===== src/rtl/timer_event_queue_unit_defines.svh =====
// ----------------------------------------------------------------------------
// timer_event_queue_unit_defines.svh
// Assertion macros for the timer event queue top-level RTL.
// ----------------------------------------------------------------------------
`ifndef TIMER_EVENT_QUEUE_UNIT_DEFINES_SVH
`define TIMER_EVENT_QUEUE_UNIT_DEFINES_SVH

// same-cycle implication, sampled on clk_i, off during reset
`define TEQ_ASSERT_IMPL(lbl, ante, cons) \
  lbl: assert property (@(posedge clk_i) disable iff (!rst_ni) (ante) |-> (cons)) \
    else $error("timer event queue check failed");

// next-cycle implication, sampled on clk_i, off during reset
`define TEQ_ASSERT_NEXT(lbl, ante, cons) \
  lbl: assert property (@(posedge clk_i) disable iff (!rst_ni) (ante) |=> (cons)) \
    else $error("timer event queue check failed");

`endif


===== src/rtl/teq_pkg.sv =====
// ----------------------------------------------------------------------------
// teq_pkg
// Types and codes shared by the timer event queue modules.
// ----------------------------------------------------------------------------
package teq_pkg;

  typedef logic [15:0] code_t;
  typedef logic [4:0]  qcnt_t;
  typedef logic [3:0]  tcnt_t;

  // request operation codes
  typedef enum logic [2:0] {
    OP_TICK   = 3'd0,
    OP_POST   = 3'd1,
    OP_POP    = 3'd2,
    OP_ADD    = 3'd3,
    OP_CANCEL = 3'd4
  } op_e;

  // request payload
  typedef struct packed {
    logic [2:0] operation;
    code_t      event_code;
    logic       periodic;
    code_t      period;
  } teq_req_t;

  // result payload
  typedef struct packed {
    logic  accepted;
    logic  event_valid;
    code_t popped_code;
    qcnt_t queue_count;
    logic  queue_full;
    tcnt_t timer_count;
  } teq_rsp_t;

  // one timer table entry as stored in memory
  typedef struct packed {
    code_t event_code;
    code_t remaining;
    code_t reload;
    logic  periodic;
  } teq_timer_t;

  // finished request from the sequencer
  typedef struct packed {
    logic     done;
    teq_rsp_t rsp;
  } teq_fin_t;

  // sequencer states
  typedef enum logic [2:0] {
    ST_IDLE,
    ST_POP,
    ST_PSCAN,
    ST_WEX,
    ST_WWB,
    ST_RESP
  } state_e;

endpackage


===== src/rtl/teq_ram.sv =====
// ----------------------------------------------------------------------------
// teq_ram
// Generic single-write, single-read RAM with registered read data.
// ----------------------------------------------------------------------------
module teq_ram #(
  parameter int Width = 16,
  parameter int Depth = 16
) (
  input  logic                                      clk_i,
  input  logic                                      we_i,
  input  logic [((Depth > 1) ? $clog2(Depth) : 1)-1:0] waddr_i,
  input  logic [Width-1:0]                          wdata_i,
  input  logic                                      re_i,
  input  logic [((Depth > 1) ? $clog2(Depth) : 1)-1:0] raddr_i,
  output logic [Width-1:0]                          rdata_o
);

  logic [Width-1:0] mem_q [Depth];
  logic [Width-1:0] rdata_q;

  // write port
  always_ff @(posedge clk_i) begin
    if (we_i) begin
      mem_q[waddr_i] <= wdata_i;
    end
  end

  // registered read port
  always_ff @(posedge clk_i) begin
    if (re_i) begin
      rdata_q <= mem_q[raddr_i];
    end
  end

  assign rdata_o = rdata_q;

endmodule


===== src/rtl/teq_ctrl.sv =====
// ----------------------------------------------------------------------------
// teq_ctrl
// Sequencer for the event ring and timer table: duplicate scan on post,
// read-modify-write walk of the timer slots on tick and cancel.
// ----------------------------------------------------------------------------
module teq_ctrl #(
  parameter int EVENT_DEPTH = 16,
  parameter int TIMER_SLOTS = 8,
  localparam int QAW = (EVENT_DEPTH > 1) ? $clog2(EVENT_DEPTH) : 1,
  localparam int TAW = (TIMER_SLOTS > 1) ? $clog2(TIMER_SLOTS) : 1
) (
  input  logic                clk_i,
  input  logic                rst_ni,
  input  logic                start_i,
  input  teq_pkg::teq_req_t   req_i,
  output logic                busy_o,
  output teq_pkg::teq_fin_t   fin_o,
  // event ring memory
  output logic                ring_we_o,
  output logic [QAW-1:0]      ring_waddr_o,
  output teq_pkg::code_t      ring_wdata_o,
  output logic                ring_re_o,
  output logic [QAW-1:0]      ring_raddr_o,
  input  teq_pkg::code_t      ring_rdata_i,
  // timer table memory
  output logic                timer_we_o,
  output logic [TAW-1:0]      timer_waddr_o,
  output teq_pkg::teq_timer_t timer_wdata_o,
  output logic                timer_re_o,
  output logic [TAW-1:0]      timer_raddr_o,
  input  teq_pkg::teq_timer_t timer_rdata_i
);

  localparam int QCW = $clog2(EVENT_DEPTH + 1);
  localparam int TCW = $clog2(TIMER_SLOTS + 1);
  localparam logic [QAW-1:0] QLast  = QAW'(EVENT_DEPTH - 1);
  localparam logic [QCW-1:0] QDepth = QCW'(EVENT_DEPTH);
  localparam logic [TCW-1:0] TSlots = TCW'(TIMER_SLOTS);

  teq_pkg::state_e     state_q, state_d;
  logic [QAW-1:0]      head_q, head_d, tail_q, tail_d, scan_q, scan_d;
  logic                full_q, full_d;
  logic [TCW-1:0]      used_q, used_d, r_q, r_d, w_q, w_d;
  logic [QCW-1:0]      left_q, left_d;
  logic                rd_vld_q, rd_vld_d;
  logic                acc_q, acc_d, vld_q, vld_d, tick_q, tick_d, keep_q, keep_d;
  teq_pkg::code_t      popped_q, popped_d, code_q, code_d;
  teq_pkg::teq_timer_t cur_q, cur_d;

  logic                accept, q_empty, expire, keep_now, adv_keep, advance;
  logic                more, dup, scan_end, add_ok;
  logic [QAW-1:0]      head_nxt, tail_nxt;
  logic [QCW-1:0]      qlen;
  logic [TCW-1:0]      r_nxt, w_adv;
  teq_pkg::code_t      rem_dec;
  teq_pkg::teq_timer_t ent, ent_upd, adv_ent;

  function automatic logic [QAW-1:0] ring_next(input logic [QAW-1:0] p);
    return (p == QLast) ? '0 : p + 1'b1;
  endfunction

  // queue status
  assign accept   = start_i && (state_q == teq_pkg::ST_IDLE);
  assign q_empty  = !full_q && (head_q == tail_q);
  assign head_nxt = ring_next(head_q);
  assign tail_nxt = ring_next(tail_q);

  always_comb begin
    if (full_q) begin
      qlen = QDepth;
    end else if (tail_q >= head_q) begin
      qlen = QCW'(tail_q) - QCW'(head_q);
    end else begin
      qlen = QDepth - QCW'(head_q) + QCW'(tail_q);
    end
  end

  // timer entry update during the slot walk
  assign ent     = timer_rdata_i;
  assign rem_dec = ent.remaining - 16'd1;
  assign expire  = tick_q && (rem_dec == '0);

  always_comb begin
    ent_upd = ent;
    if (tick_q) begin
      ent_upd.remaining = expire ? ent.reload : rem_dec;
    end
  end

  assign keep_now = tick_q ? 1'b1 : (ent.event_code != code_q);
  assign advance  = ((state_q == teq_pkg::ST_WEX) && !expire) || (state_q == teq_pkg::ST_WWB);
  assign adv_ent  = (state_q == teq_pkg::ST_WWB) ? cur_q : ent_upd;
  assign adv_keep = (state_q == teq_pkg::ST_WWB) ? keep_q : keep_now;
  assign r_nxt    = r_q + 1'b1;
  assign more     = r_nxt < used_q;
  assign w_adv    = adv_keep ? w_q + 1'b1 : w_q;

  // duplicate scan and add checks
  assign dup      = rd_vld_q && (ring_rdata_i == code_q);
  assign scan_end = (left_q == '0);
  assign add_ok   = (req_i.period != '0) && (used_q < TSlots);

  // next state
  always_comb begin
    state_d = state_q;
    unique case (state_q)
      teq_pkg::ST_IDLE: begin
        if (accept) begin
          unique case (req_i.operation)
            teq_pkg::OP_TICK, teq_pkg::OP_CANCEL: begin
              state_d = (used_q != '0) ? teq_pkg::ST_WEX : teq_pkg::ST_RESP;
            end
            teq_pkg::OP_POST: state_d = full_q ? teq_pkg::ST_RESP : teq_pkg::ST_PSCAN;
            teq_pkg::OP_POP:  state_d = q_empty ? teq_pkg::ST_RESP : teq_pkg::ST_POP;
            default:          state_d = teq_pkg::ST_RESP;
          endcase
        end
      end
      teq_pkg::ST_WEX: begin
        if (expire) begin
          state_d = full_q ? teq_pkg::ST_WWB : teq_pkg::ST_PSCAN;
        end else begin
          state_d = more ? teq_pkg::ST_WEX : teq_pkg::ST_RESP;
        end
      end
      teq_pkg::ST_WWB: state_d = more ? teq_pkg::ST_WEX : teq_pkg::ST_RESP;
      teq_pkg::ST_PSCAN: begin
        if (dup || scan_end) begin
          state_d = tick_q ? teq_pkg::ST_WWB : teq_pkg::ST_RESP;
        end
      end
      teq_pkg::ST_POP:  state_d = teq_pkg::ST_RESP;
      teq_pkg::ST_RESP: state_d = teq_pkg::ST_IDLE;
      default:          state_d = teq_pkg::ST_IDLE;
    endcase
  end

  // datapath, memory controls and outputs
  always_comb begin
    head_d   = head_q;
    tail_d   = tail_q;
    full_d   = full_q;
    used_d   = used_q;
    scan_d   = scan_q;
    left_d   = left_q;
    rd_vld_d = 1'b0;
    r_d      = r_q;
    w_d      = w_q;
    acc_d    = acc_q;
    vld_d    = vld_q;
    popped_d = popped_q;
    code_d   = code_q;
    tick_d   = tick_q;
    cur_d    = cur_q;
    keep_d   = keep_q;

    ring_we_o     = 1'b0;
    ring_waddr_o  = tail_q;
    ring_wdata_o  = code_q;
    ring_re_o     = 1'b0;
    ring_raddr_o  = scan_q;
    timer_we_o    = 1'b0;
    timer_waddr_o = w_q[TAW-1:0];
    timer_wdata_o = adv_ent;
    timer_re_o    = 1'b0;
    timer_raddr_o = r_nxt[TAW-1:0];

    unique case (state_q)
      teq_pkg::ST_IDLE: begin
        if (accept) begin
          acc_d    = 1'b0;
          vld_d    = 1'b0;
          popped_d = '0;
          code_d   = req_i.event_code;
          tick_d   = (req_i.operation == teq_pkg::OP_TICK);
          r_d      = '0;
          w_d      = '0;
          unique case (req_i.operation)
            teq_pkg::OP_TICK, teq_pkg::OP_CANCEL: begin
              if (used_q != '0) begin
                timer_re_o    = 1'b1;
                timer_raddr_o = '0;
              end
            end
            teq_pkg::OP_POST: begin
              scan_d = head_q;
              left_d = qlen;
            end
            teq_pkg::OP_POP: begin
              if (!q_empty) begin
                ring_re_o    = 1'b1;
                ring_raddr_o = head_q;
              end
            end
            teq_pkg::OP_ADD: begin
              if (add_ok) begin
                timer_we_o               = 1'b1;
                timer_waddr_o            = used_q[TAW-1:0];
                timer_wdata_o.event_code = req_i.event_code;
                timer_wdata_o.remaining  = req_i.period;
                timer_wdata_o.reload     = req_i.period;
                timer_wdata_o.periodic   = req_i.periodic;
                used_d                   = used_q + 1'b1;
                acc_d                    = 1'b1;
              end
            end
            default: ;
          endcase
        end
      end
      teq_pkg::ST_WEX: begin
        // expiring timer posts its code, unless the queue is full or holds it, before the slot is written back
        if (expire) begin
          code_d = ent.event_code;
          cur_d  = ent_upd;
          keep_d = ent.periodic;
          scan_d = head_q;
          left_d = qlen;
        end
      end
      teq_pkg::ST_PSCAN: begin
        if (dup) begin
          // same code already queued, drop the post
        end else if (scan_end) begin
          ring_we_o = 1'b1;
          tail_d    = tail_nxt;
          full_d    = (tail_nxt == head_q);
          if (!tick_q) begin
            acc_d = 1'b1;
          end
        end else begin
          ring_re_o = 1'b1;
          scan_d    = ring_next(scan_q);
          left_d    = left_q - 1'b1;
          rd_vld_d  = 1'b1;
        end
      end
      teq_pkg::ST_POP: begin
        popped_d = ring_rdata_i;
        head_d   = head_nxt;
        full_d   = 1'b0;
        acc_d    = 1'b1;
        vld_d    = 1'b1;
      end
      default: ;
    endcase

    // slot walk step: compact kept entries downward, fetch the next slot
    if (advance) begin
      timer_we_o = adv_keep;
      w_d        = w_adv;
      r_d        = r_nxt;
      if (!tick_q && !adv_keep) begin
        acc_d = 1'b1;
      end
      if (more) begin
        timer_re_o = 1'b1;
      end else begin
        used_d = w_adv;
      end
    end

    busy_o                      = (state_q != teq_pkg::ST_IDLE);
    fin_o.done                  = (state_q == teq_pkg::ST_RESP);
    fin_o.rsp.accepted          = acc_q;
    fin_o.rsp.event_valid       = vld_q;
    fin_o.rsp.popped_code       = popped_q;
    fin_o.rsp.queue_count       = teq_pkg::qcnt_t'(qlen);
    fin_o.rsp.queue_full        = full_q;
    fin_o.rsp.timer_count       = teq_pkg::tcnt_t'(used_q);
  end

  // control state
  always_ff @(posedge clk_i or negedge rst_ni) begin
    if (!rst_ni) begin
      state_q  <= teq_pkg::ST_IDLE;
      head_q   <= '0;
      tail_q   <= '0;
      full_q   <= 1'b0;
      used_q   <= '0;
      rd_vld_q <= 1'b0;
    end else begin
      state_q  <= state_d;
      head_q   <= head_d;
      tail_q   <= tail_d;
      full_q   <= full_d;
      used_q   <= used_d;
      rd_vld_q <= rd_vld_d;
    end
  end

  // working registers
  always_ff @(posedge clk_i) begin
    scan_q   <= scan_d;
    left_q   <= left_d;
    r_q      <= r_d;
    w_q      <= w_d;
    acc_q    <= acc_d;
    vld_q    <= vld_d;
    popped_q <= popped_d;
    code_q   <= code_d;
    tick_q   <= tick_d;
    cur_q    <= cur_d;
    keep_q   <= keep_d;
  end

endmodule


===== src/rtl/timer_event_queue_unit.sv =====
// ----------------------------------------------------------------------------
// timer_event_queue_unit
// Event code ring queue with a table of one-shot and periodic timers.
//
//   channel   signals                  direction  handshake
//   request   start, req_i, busy       in         start && !busy
//   result    done_o, rsp_o            out        done_o, one cycle, no stall
//
// Add and empty pop need no memory walk, and pop reads one ring entry; post
// scans the queued events, tick and cancel walk the timers in use, and each
// timer that expires posts its code with a scan of the queue. Posts to a full
// queue skip the scan. Request time is set by the one read port of each
// memory: the duplicate scan reads one ring entry a cycle and the slot walk
// reads one timer entry a cycle, paused while an expiring timer posts.
// Reset clears the ring pointers, full flag and timer count; memory contents
// are left as they are and need no clearing pass.
// A new request is taken in the cycle its predecessor's result is shown.
// ----------------------------------------------------------------------------
`include "timer_event_queue_unit_defines.svh"

module timer_event_queue_unit #(
  parameter int EVENT_DEPTH = 16,
  parameter int TIMER_SLOTS = 8
) (
  input  logic              clk_i,
  input  logic              rst_ni,
  input  logic              start,
  input  teq_pkg::teq_req_t req_i,
  output logic              busy,
  output logic              done_o,
  output teq_pkg::teq_rsp_t rsp_o
);

  localparam int QAW = (EVENT_DEPTH > 1) ? $clog2(EVENT_DEPTH) : 1;
  localparam int TAW = (TIMER_SLOTS > 1) ? $clog2(TIMER_SLOTS) : 1;
  localparam teq_pkg::qcnt_t QFull = teq_pkg::qcnt_t'(EVENT_DEPTH);

  logic                ring_we, ring_re, timer_we, timer_re;
  logic [QAW-1:0]      ring_waddr, ring_raddr;
  logic [TAW-1:0]      timer_waddr, timer_raddr;
  teq_pkg::code_t      ring_wdata, ring_rdata;
  teq_pkg::teq_timer_t timer_wdata, timer_rdata;
  teq_pkg::teq_fin_t   fin;
  logic                done_q;
  teq_pkg::teq_rsp_t   rsp_q;

  // sequencer
  teq_ctrl #(
    .EVENT_DEPTH (EVENT_DEPTH),
    .TIMER_SLOTS (TIMER_SLOTS)
  ) u_ctrl (
    .clk_i         (clk_i),
    .rst_ni        (rst_ni),
    .start_i       (start),
    .req_i         (req_i),
    .busy_o        (busy),
    .fin_o         (fin),
    .ring_we_o     (ring_we),
    .ring_waddr_o  (ring_waddr),
    .ring_wdata_o  (ring_wdata),
    .ring_re_o     (ring_re),
    .ring_raddr_o  (ring_raddr),
    .ring_rdata_i  (ring_rdata),
    .timer_we_o    (timer_we),
    .timer_waddr_o (timer_waddr),
    .timer_wdata_o (timer_wdata),
    .timer_re_o    (timer_re),
    .timer_raddr_o (timer_raddr),
    .timer_rdata_i (timer_rdata)
  );

  // event ring storage
  teq_ram #(
    .Width ($bits(teq_pkg::code_t)),
    .Depth (EVENT_DEPTH)
  ) u_ring_ram (
    .clk_i   (clk_i),
    .we_i    (ring_we),
    .waddr_i (ring_waddr),
    .wdata_i (ring_wdata),
    .re_i    (ring_re),
    .raddr_i (ring_raddr),
    .rdata_o (ring_rdata)
  );

  // timer table storage
  teq_ram #(
    .Width ($bits(teq_pkg::teq_timer_t)),
    .Depth (TIMER_SLOTS)
  ) u_timer_ram (
    .clk_i   (clk_i),
    .we_i    (timer_we),
    .waddr_i (timer_waddr),
    .wdata_i (timer_wdata),
    .re_i    (timer_re),
    .raddr_i (timer_raddr),
    .rdata_o (timer_rdata)
  );

  // result register
  always_ff @(posedge clk_i or negedge rst_ni) begin
    if (!rst_ni) begin
      done_q <= 1'b0;
    end else begin
      done_q <= fin.done;
    end
  end

  always_ff @(posedge clk_i) begin
    if (fin.done) begin
      rsp_q <= fin.rsp;
    end
  end

  assign done_o = done_q;
  assign rsp_o  = rsp_q;

  // checks
  `TEQ_ASSERT_NEXT(a_done_single, done_o, !done_o)
  `TEQ_ASSERT_NEXT(a_busy_on_request, start && !busy, busy)
  `TEQ_ASSERT_IMPL(a_done_on_finish, $fell(busy), done_o)
  `TEQ_ASSERT_IMPL(a_full_count, done_o && rsp_o.queue_full, rsp_o.queue_count == QFull)

endmodule


===== config.mk =====
export PLATFORM = sky130hd
export DESIGN_NAME = timer_event_queue_unit
export DESIGN_NICKNAME = d
export VERILOG_FILES = /design/src/rtl/teq_pkg.sv /design/src/rtl/teq_ram.sv /design/src/rtl/teq_ctrl.sv /design/src/rtl/timer_event_queue_unit.sv
export VERILOG_INCLUDE_DIRS = /design/src /design/src/rtl
export SDC_FILE = /design/constraint.sdc
export NUM_CORES = 1
export LEC_CHECK = 0
export BUFFER_PORTS_ARGS = -buffer_cell sky130_fd_sc_hd__buf_2
export CAP_MARGIN = 25
export CORE_MARGIN = 8
export CORE_UTILIZATION = 56
export CTS_CLUSTER_DIAMETER = 120
export CTS_CLUSTER_SIZE = 20
export DETAILED_ROUTE_END_ITERATION = 16
export PLACE_DENSITY_LB_ADDON = 0.2
export SKIP_CTS_REPAIR_TIMING = 1
export SLEW_MARGIN = 40
export SYNTH_ARGS = -nofsm -noshare
export SYNTH_HDL_FRONTEND = slang
export SYNTH_SLANG_ARGS = --single-unit

===== constraint.sdc =====
create_clock -name clk_i -period 4.6 [get_ports clk_i]
set_clock_uncertainty 0.15 [all_clocks]
set_input_delay 0.92 -clock clk_i [delete_from_list [all_inputs] [get_ports clk_i]]
set_output_delay 0.92 -clock clk_i [all_outputs]
set_load 0.1 [all_outputs]

After elaboration in Yosys (flattened, before gate mapping) --
Memory sizes are Yosys's and may differ from the RTL's. A register that Yosys moved wholly into a read port is not among the register bits. Index checks and enable logic that the tools add are counted.
Word-level totals: bits in registers 147, memory bits (writable) 648, word-level logic and storage cells 204, memories 2, output and inout bits 30, bits of input ports 39
Memory list:
- u_timer_ram.mem_q | depth 8, width 49, read ports 1, clocked after Yosys merged registers in 1, wr ports 1, line teq_ram.sv:18 | logic [Width-1:0] mem_q [Depth];
- u_ring_ram.mem_q | depth 16, width 16, read ports 1, clocked after Yosys merged registers in 1, wr ports 1, line teq_ram.sv:18
Operators by class: order comparisons 3, bitwise operators 1, add/sub/neg operators 11, equality and inequality tests 23, reductions and logical operators 36, multiplexer cells 102
Operators by type and width (number):
- $mux W49 | 5
- $mux W4 | 23
- $mux W16 | 5
- $pmux W16 S2 | 2
- $mux W3 | 16
- $mux W1 | 36
- $mux W5 | 7
- $add A4 B1 Y4 const B | 6
- $eq A16 B16 Y1 | 1
- $logic_not A16 Y1 | 1
- $ne A16 B16 Y1 | 1
- $reduce_bool A16 Y1 | 1
- $sub A16 B1 Y16 const B | 1
- $pmux W3 S5 | 1
- $pmux W5 S3 | 1
- $eq A3 B2 Y1 const B | 4
- $eq A4 B4 Y1 const B | 3
- $pmux W4 S3 | 1
- $reduce_and A2 Y1 | 5
- $reduce_bool A2 Y1 | 5
- $eq A3 B3 Y1 const B | 3
- $pmux W3 S3 | 1
- $reduce_and A3 Y1 | 3
- $eq A4 B4 Y1 | 2
- other kinds (22) | 42

Logic depth before layout (Yosys ltp) --
Gate-level depths: netlist of the first run.
depth after elaboration 10, depth in mapped cells 14, mapped depth without buffers 10

By module --
From an unflattened synthesis of the first run, not the netlist that was laid out.
Second synthesis, totals: cells, all modules 1912, area total of the unflattened synthesis 34798.4 um^2
Modules (own cells, without submodules):
- teq_ram (u_timer_ram) | times used 1, seq. area each 13242.7 um^2, area an instance 16233.1 um^2, cells an instance 628
- teq_ram (u_ring_ram) | times used 1, seq. area each 8167.8 um^2, area an instance 10203.5 um^2, cells an instance 432
- teq_ctrl | times used 1, seq. area each 3448.3 um^2, area an instance 7495.9 um^2, cells an instance 823
- timer_event_queue_unit | times used 1, seq. area each 865.8 um^2, area an instance 865.8 um^2, cells an instance 29

Worst setup path after synthesis of the first run --
No wires, ideal clock.
kind register -> register, from register u_timer_ram.rdata_q[17] (netlist: u_timer_ram.rdata_o[17]), read port of u_timer_ram.mem_q, to register u_ctrl.state_q[1], buffers on the path 1, stages on the path, launching flop included 12, slack -410 ps, data arrival time 4772 ps, library setup time 88 ps, data required time 4362 ps, cells stage by stage edfxtp_1 inv_1 ha_1 nor3b_4 and4_1 xnor2_1 nand4_2 or3_1 buf_4 nor2_1 a221oi_1 o21ai_1
Between the ends: word-level cells in the longest chain between the ends 5
Ends and longest elaborated chain:
- start: declaration | line teq_ram.sv:19 | logic [Width-1:0] rdata_q;
- $sub A16 B1 Y16 | line teq_ctrl.sv:80 | assign rem_dec = ent.remaining - 16'd1;
- $logic_not A16 Y1 | line teq_ctrl.sv:81 | assign expire = tick_q && (rem_dec == '0);
- $logic_and A1 B1 Y1 | line teq_ctrl.sv:81
- $mux W3 | line teq_ctrl.sv:120 | if (expire) begin
- $pmux W3 S5 | line teq_ctrl.sv:106 | unique case (state_q)
- end signal: assignment | line teq_ctrl.sv:276 | state_q <= teq_pkg::ST_IDLE;
- end signal: assignment | line teq_ctrl.sv:283 | state_q <= state_d;
- end: declaration | line teq_ctrl.sv:40 | teq_pkg::state_e state_q, state_d;
Every way passes these cells. A chain may end at the register's enable or synchronous reset.

==> results of run 1 <==
==> area by class of cell <==
cell class | instances | area (µm²) | area share (%)
Clock inverter | 2 | 17.5 | 0.0451
Tap cell | 846 | 1060 | 2.73
Timing Repair Buffer | 168 | 1310 | 3.37
Antenna cell | 2 | 5.00 | 0.0129
Inverter | 22 | 82.6 | 0.213
Clock buffer | 58 | 1260 | 3.25
Multi-Input combinational cell | 1677 | 9360 | 24.1
Sequential cell | 860 | 25700 | 66.3
==> registers in the layout, summed over array words and instances, names as in the netlist, 5 cells and up <==
register             flops
u_ring_ram.rdata_o      16
rsp_o                   28
u_timer_ram.mem_q      392
u_ctrl.ring_wdata_o     16
u_ring_ram.mem_q       256
u_ctrl.cur_q            48
u_timer_ram.rdata_o     49
u_ctrl.left_q            5
u_ctrl.popped_q         16
==> metal layers <==
metal | vias up | share of wire [%] | track usage [%]
li1 | 10100 | - | -
met1 | 11100 | 39 | 31.6
met2 | 961 | 51 | 41.9
met3 | 163 | 7.2 | 2.84
met4 | 2 | 2.8 | 7.40
met5 | - | 0.013 | 0
==> cells by family after synthesis <==
kind of cell / after synthesis / share of synthesized area, %
mux: 81 / 2.37
flops: 860 / 72.3
xor+xnor: 61 / 1.50
fa+ha+maj: 22 / 0.794
simple gates: 1091 / 13.5
compound gates: 422 / 7.48
buf+inv: 188 / 2.12
==> worst paths after layout <==
check / start / end / cells after the start
min in group clk_i: u_ctrl.popped_q[1] / rsp_o[11] / 0
min reg2reg: u_ctrl.popped_q[1] / rsp_o[11] / 0
max in group asynchronous: rst_ni / u_ctrl.used_q[2] / 1
min: rst_ni / done_o / 1
max: u_timer_ram.rdata_o[18] / u_timer_ram.mem_q[2][22] / 11
max reg2reg: u_timer_ram.rdata_o[18] / u_timer_ram.mem_q[2][22] / 11
==> through the flow <==
| step | util [%] | TNS, ns | setup slack, ns | hold slack, ns |
|---|---|---|---|---|
| 6_report | 61.6 | 0 | 0.436 | 0.0941 |
| 4_1_cts | 61.5 | 0 | 0.237 | 0.0928 |
| 2_1_floorplan | - | -131.38 | -0.348 | 0.250 |
| 3_5_place_dp | 59.4 | 0 | 0.160 | 0.257 |
| 5_1_grt | 61.6 | 0 | 0.228 | 0.110 |
| 3_3_place_gp | 59.3 | 0 | 0.256 | 0.254 |
==> worst max-delay path, delay by kind of cell (launching register included) <==
family / cells / cell delay (ns)
simple gates: 6 / 1.72
compound gates: 1 / 0.57
flops: 1 / 0.48
buf+inv: 2 / 0.48
fa+ha+maj: 1 / 0.29
xor+xnor: 1 / 0.16
==> report_power, final <==
part	internal, W	switching (W)	total [W]
Clock	0.00193	0.00234	0.00427
Combinational	0.00277	0.00663	0.00941
Sequential	0.0111	0.000818	0.0119
==> placed cells by master, fill, tap and decap left out, drive strengths merged, types with 5 or more instances in the layout <==
| cell type | netlist | final |
|---|---|---|
| a211oi | 5 | 5 |
| a21o | 6 | 6 |
| a21oi | 122 | 122 |
| a31oi | 47 | 47 |
| and2 | 22 | 22 |
| and3 | 6 | 6 |
| buf | 34 | 168 |
| clkbuf | 132 | 58 |
| dfrtp | 18 | 18 |
| edfxtp | 841 | 841 |
| ha | 21 | 21 |
| inv | 21 | 24 |
| mux2 | 23 | 23 |
| mux2i | 58 | 58 |
| nand2 | 649 | 649 |
| nand2b | 6 | 6 |
| nand3 | 220 | 220 |
| nand3b | 9 | 9 |
| nand4 | 14 | 14 |
| nor2 | 101 | 101 |
| nor2b | 8 | 8 |
| nor3 | 20 | 20 |
| nor3b | 6 | 6 |
| nor4 | 12 | 12 |
| o2111ai | 17 | 17 |
| o21a | 8 | 8 |
| o21ai | 119 | 119 |
| o221ai | 17 | 17 |
| o22a | 51 | 51 |
| xnor2 | 36 | 36 |
| xor2 | 25 | 25 |
==> key figures, run 1 <==
Routing
  • DR vias/cell: 6.14
  • Total number of vias: 22.3k
  • DR iter-0 viols: 2432
  • DRC Markers: 0
  • Final ANT Viol Nets: 0
  • DR pass1 iterations: 6
  • Post-detailed-route wirelength per cell: 24.0 µm
  • Post-Route WL: 87200 µm

Placed design
  • Placed instance count: 3571
  • Gpl congestion: 0.847
  • Port Buffer Count: 68
  • Placement Cell Area: 37400 µm²
  • Detailed placement HPWL: 54300 µm

Clock network
  • Clk_lat worst skew: 0.62 ns
  • Clock-pin slew on the worst setup and hold paths: 0.08 ns
  • Clock Tree Buf Depth: 3
  • Total number of H-tree levels: 2
  • Num CTS Buffers: 48
  • Clock Tree Root: clkbuf_16
  • CTS sink cnt: 860
  • Clock tree from TritonCTS: done

Global route
  • Initial antenna violation count: 5
  • Pin count of the biggest net entering global routing: 77
  • Global-route wire length before repair: 132000 µm
  • All-Layer GR Usage: 24.0%
  • Global route total overflow: 0
  • Vias in the first global route: 21.9k

Yosys
  • Post-Syn Area: 35600 µm²
  • Seq/Total Area, Yosys: 72.3%
  • Yosys warns: 0
  • Synth unique cells: 83
  • Synth area leaders: edfxtp_1, nand2_1, nand3_1
  • Most common cell in the netlist: edfxtp_1
  • Avg Inst Size Synth: 13.1 µm²
  • Top post-synthesis cells by count: edfxtp_1, nand2_1, nand3_1
  • Cells after synthesis: 2725
  • Post-synth top area share: 70.9%
  • Synthesized Nets: 2786
  • EDFF count, synth: 841
  • Asr flop ratio synth: 2.09%
  • Number of synthesized register bits: 860
  • Ys flop type: edfxtp_1
  • Area leader, netlist: edfxtp_1

Job
  • MaxCap Viol Count: 0

Setup path
  • CP startpoint kind: flip-flop
  • CP Max Fanout: 16
  • Critical path type: reg -> reg
  • CP Cell Sequence: inv_1 > ha_1 > nor3b_4 > and4_1 > xnor2_1 > nand4_2 > nor3_4 > buf_4 > and3_1 > nand3b_1 > a31oi_1
  • CP max stage delay: 0.57 ns
  • CP max-delay cell: a31oi_1
  • WP data required: 4.77 ns
  • Reg-to-reg slack, setup: 0.44 ns
  • Arr. time, crit path: 4.34 ns
  • Crit end category: flip-flop

STA
  • Fin. max-slew vios: 0
  • Tightest Pin Transition: 0.854 ns
  • Final Cycle Share: 90.5%
  • Hold Vio Cnt, Final: 0
  • Slew headroom: 43.1%
  • Max Freq: 0.240 GHz
  • RSZ-0062 raised after global routing: no
  • Post-route minimum period: 4.16 ns
  • # setup viols final: 0

Power and ir drop
  • Power per Cell Area: 659 nW/µm²
  • Leak Pwr: 13.3 nW
  • Worst ir drop on vdd: 0.698 mV
  • Overall power: 0.0256 W

Floorplan
  • Core area: 63000 µm²
  • I/O pins: 69
  • # rows: 92
  • Die height: 268 µm
  • Die W: 268 µm
  • Die ar.: 71900 µm²
  • Initial Utilization: 56.5%

Finish
  • Layout cells sized above 1: 11.1%
  • Nets: 2838
  • Final Cell Area: 38800 µm²
  • Fin cells: 3635
  • Synthesis-to-layout area growth: 9.03%
  • Fillers: 4763

Outcome
  • Status: completed

Worst hold path
  • Hold crit path type: in -> async
Note: power is estimated with default switching activity, not from simulation.
==> run 2, diff against run 1 <==
Settings changed: CORE_UTILIZATION 56 to 50.
==> run 2 against run 1 <==
Net effect:
- design area is 0.53% higher
- clock power increased by 4%
- first-iteration DRC count shrank 1.2%
- sequential power about the same
- wire length rose by 2.0%
- register-to-register slack improved by 0.19 ns
- critical path depth did not move
- via count down 1.0%
- non-clock buffer count decreased by 5
- worst hold slack worse by 0.0080 ns
- critical path type unchanged
- largest power group unchanged
==> key figures, run 2 (synthesis gave the netlist of run 1 again) <==
STA
  • # setup viols final: 0
  • Slew headroom: 44.2%
  • RSZ-0062 raised after global routing: no
  • Hold Worst Slack: 0.0861 ns
  • Hold Vio Cnt, Final: 0
  • Max Freq: 0.252 GHz
  • Final Cycle Share: 86.4%
  • Fin. max-slew vios: 0
  • Tightest Pin Transition: 0.832 ns
  • Post-route minimum period: 3.98 ns

Power and ir drop
  • Power per Cell Area: 659 nW/µm²
  • Worst ir drop on vdd: 0.661 mV
  • Overall power: 0.0257 W
  • Leak Pwr: 13.4 nW

Finish
  • Biggest register: u_timer_ram.mem_q
  • Commonest non-fill, non-tap cell in the layout: edfxtp_1
  • Fin cells: 3746
  • Ant. Diodes: 0
  • Fin util: 55.0%
  • Largest register FFs: 392
  • Nets: 2834
  • Commonest non-fill, non-tap cells in the layout: edfxtp_1, nand2_1, nand3_1, a21oi_1, o21ai_0
  • Layout cells sized above 1: 10.8%
  • Synthesis-to-layout area growth: 9.60%

Global route
  • Global-route wire length before repair: 134000 µm
  • All-Layer GR Usage: 22.1%
  • Vias in the first global route: 21.9k
  • Initial antenna violation count: 1
  • Global route total overflow: 0
  • Pin count of the biggest net entering global routing: 97

Routing
  • Final ANT Viol Nets: 0
  • Post-detailed-route wirelength per cell: 23.7 µm
  • Post-Route WL: 88900 µm
  • DR iter-0 viols: 2403
  • DR pass1 iterations: 6
  • DRC Markers: 0
  • Total number of vias: 22.1k
  • DR vias/cell: 5.90

Floorplan
  • I/O pins: 69
  • Initial Utilization: 50.1%
  • # rows: 98
  • Core area: 71000 µm²
  • Die W: 283 µm
  • Die ar.: 80000 µm²
  • Die height: 283 µm

Placed design
  • Detailed placement HPWL: 52000 µm
  • Gpl congestion: 0.856
  • Port Buffer Count: 68
  • Placed instance count: 3669

Worst hold path
  • Hold crit path type: in -> async

Setup path
  • WP data required: 4.81 ns
  • Crit end category: flip-flop
  • Arr. time, crit path: 4.18 ns
  • Critical path type: reg -> reg
  • CP Max Fanout: 9
  • CP startpoint kind: flip-flop

Clock network
  • Clock Tree Buf Depth: 3
  • Num CTS Buffers: 49
  • Total number of H-tree levels: 2
  • Clk_lat worst skew: 0.65 ns
  • Clock Tree Root: clkbuf_16
  • CTS sink cnt: 860
  • Clock-pin slew on the worst setup and hold paths: 0.09 ns
  • Clock tree from TritonCTS: done

Outcome
  • Status: completed

Job
  • MaxCap Viol Count: 0
[run 2: changes by cell type in the layout (fill, tap and decap cells not counted), moves of 5 or more]
| cell | previous run | this run |
|---|---|---|
| clkbuf_1 | 9 | 20 |
| buf_4 | 80 | 71 |
| a31oi_2 | 6 | 1 |
| buf_12 | 11 | 18 |
| a31oi_1 | 41 | 46 |
[run 2: power breakdown]
group | switching, W | internal, W | leakage (nW)
registers | 0.000876 | 0.0111 | 7.87
logic | 0.00652 | 0.00277 | 4.83
clock network | 0.00246 | 0.00200 | 0.666
[run 2: stage by stage]
stage               area (µm²)  setup TNS, ns  worst slack [ns]
global route             39000              0             0.397
global placement         37600              0             0.129
detailed placement       37600              0             0.458
CTS                      39000              0             0.488
finish                   39000              0             0.625
floorplan                35600        -131.38            -0.348
[run 2: critical path: stages, from the launching register on]
cell and delay [ns]:
edfxtp_1 0.52, inv_1 0.14, ha_1 0.26, nor3b_4 0.44, and4_1 0.32, xnor2_1 0.15, nand4_2 0.17, nor3_4 0.34
buf_4 0.23, and3_1 0.31, nand3b_1 0.11, a31oi_1 0.54
[run 2: metal layers]
| layer | track usage (%) | wire, µm |
|---|---|---|
| met2 | 35.8 | 41900 |
| met4 | 6.05 | 2260 |
| met5 | 0 | 0 |
| met1 | 30.9 | 37700 |
| met3 | 3.69 | 7010 |
[run 2: worst paths after layout]
| check | slack [ns] | end | cells past startpoint | startpoint |
|---|---|---|---|---|
| setup / recovery | 0.62 | u_timer_ram.mem_q[7][24] | 11 | u_timer_ram.rdata_o[17] |
| hold / removal | 0.09 | u_ctrl.state_q[1] | 1 | rst_ni |
| setup reg to reg | 0.62 | u_timer_ram.mem_q[7][24] | 11 | u_timer_ram.rdata_o[17] |
| hold reg to reg | 0.27 | rsp_o[21] | 0 | u_ctrl.popped_q[11] |
| max in group asynchronous | 3.88 | u_ctrl.ring_waddr_o[1] | 1 | rst_ni |
| min in group clk_i | 0.27 | rsp_o[21] | 0 | u_ctrl.popped_q[11] |
[run 2: cell type report]
class / instances / area [µm²]
Fill cell: 5734 / 32000
Inverter: 22 / 82.6
Clock buffer: 69 / 1300
Sequential cell: 860 / 25700
Tap cell: 950 / 1190
Clock inverter: 5 / 86.3
Timing Repair Buffer: 163 / 1310
Multi-Input combinational cell: 1677 / 9330
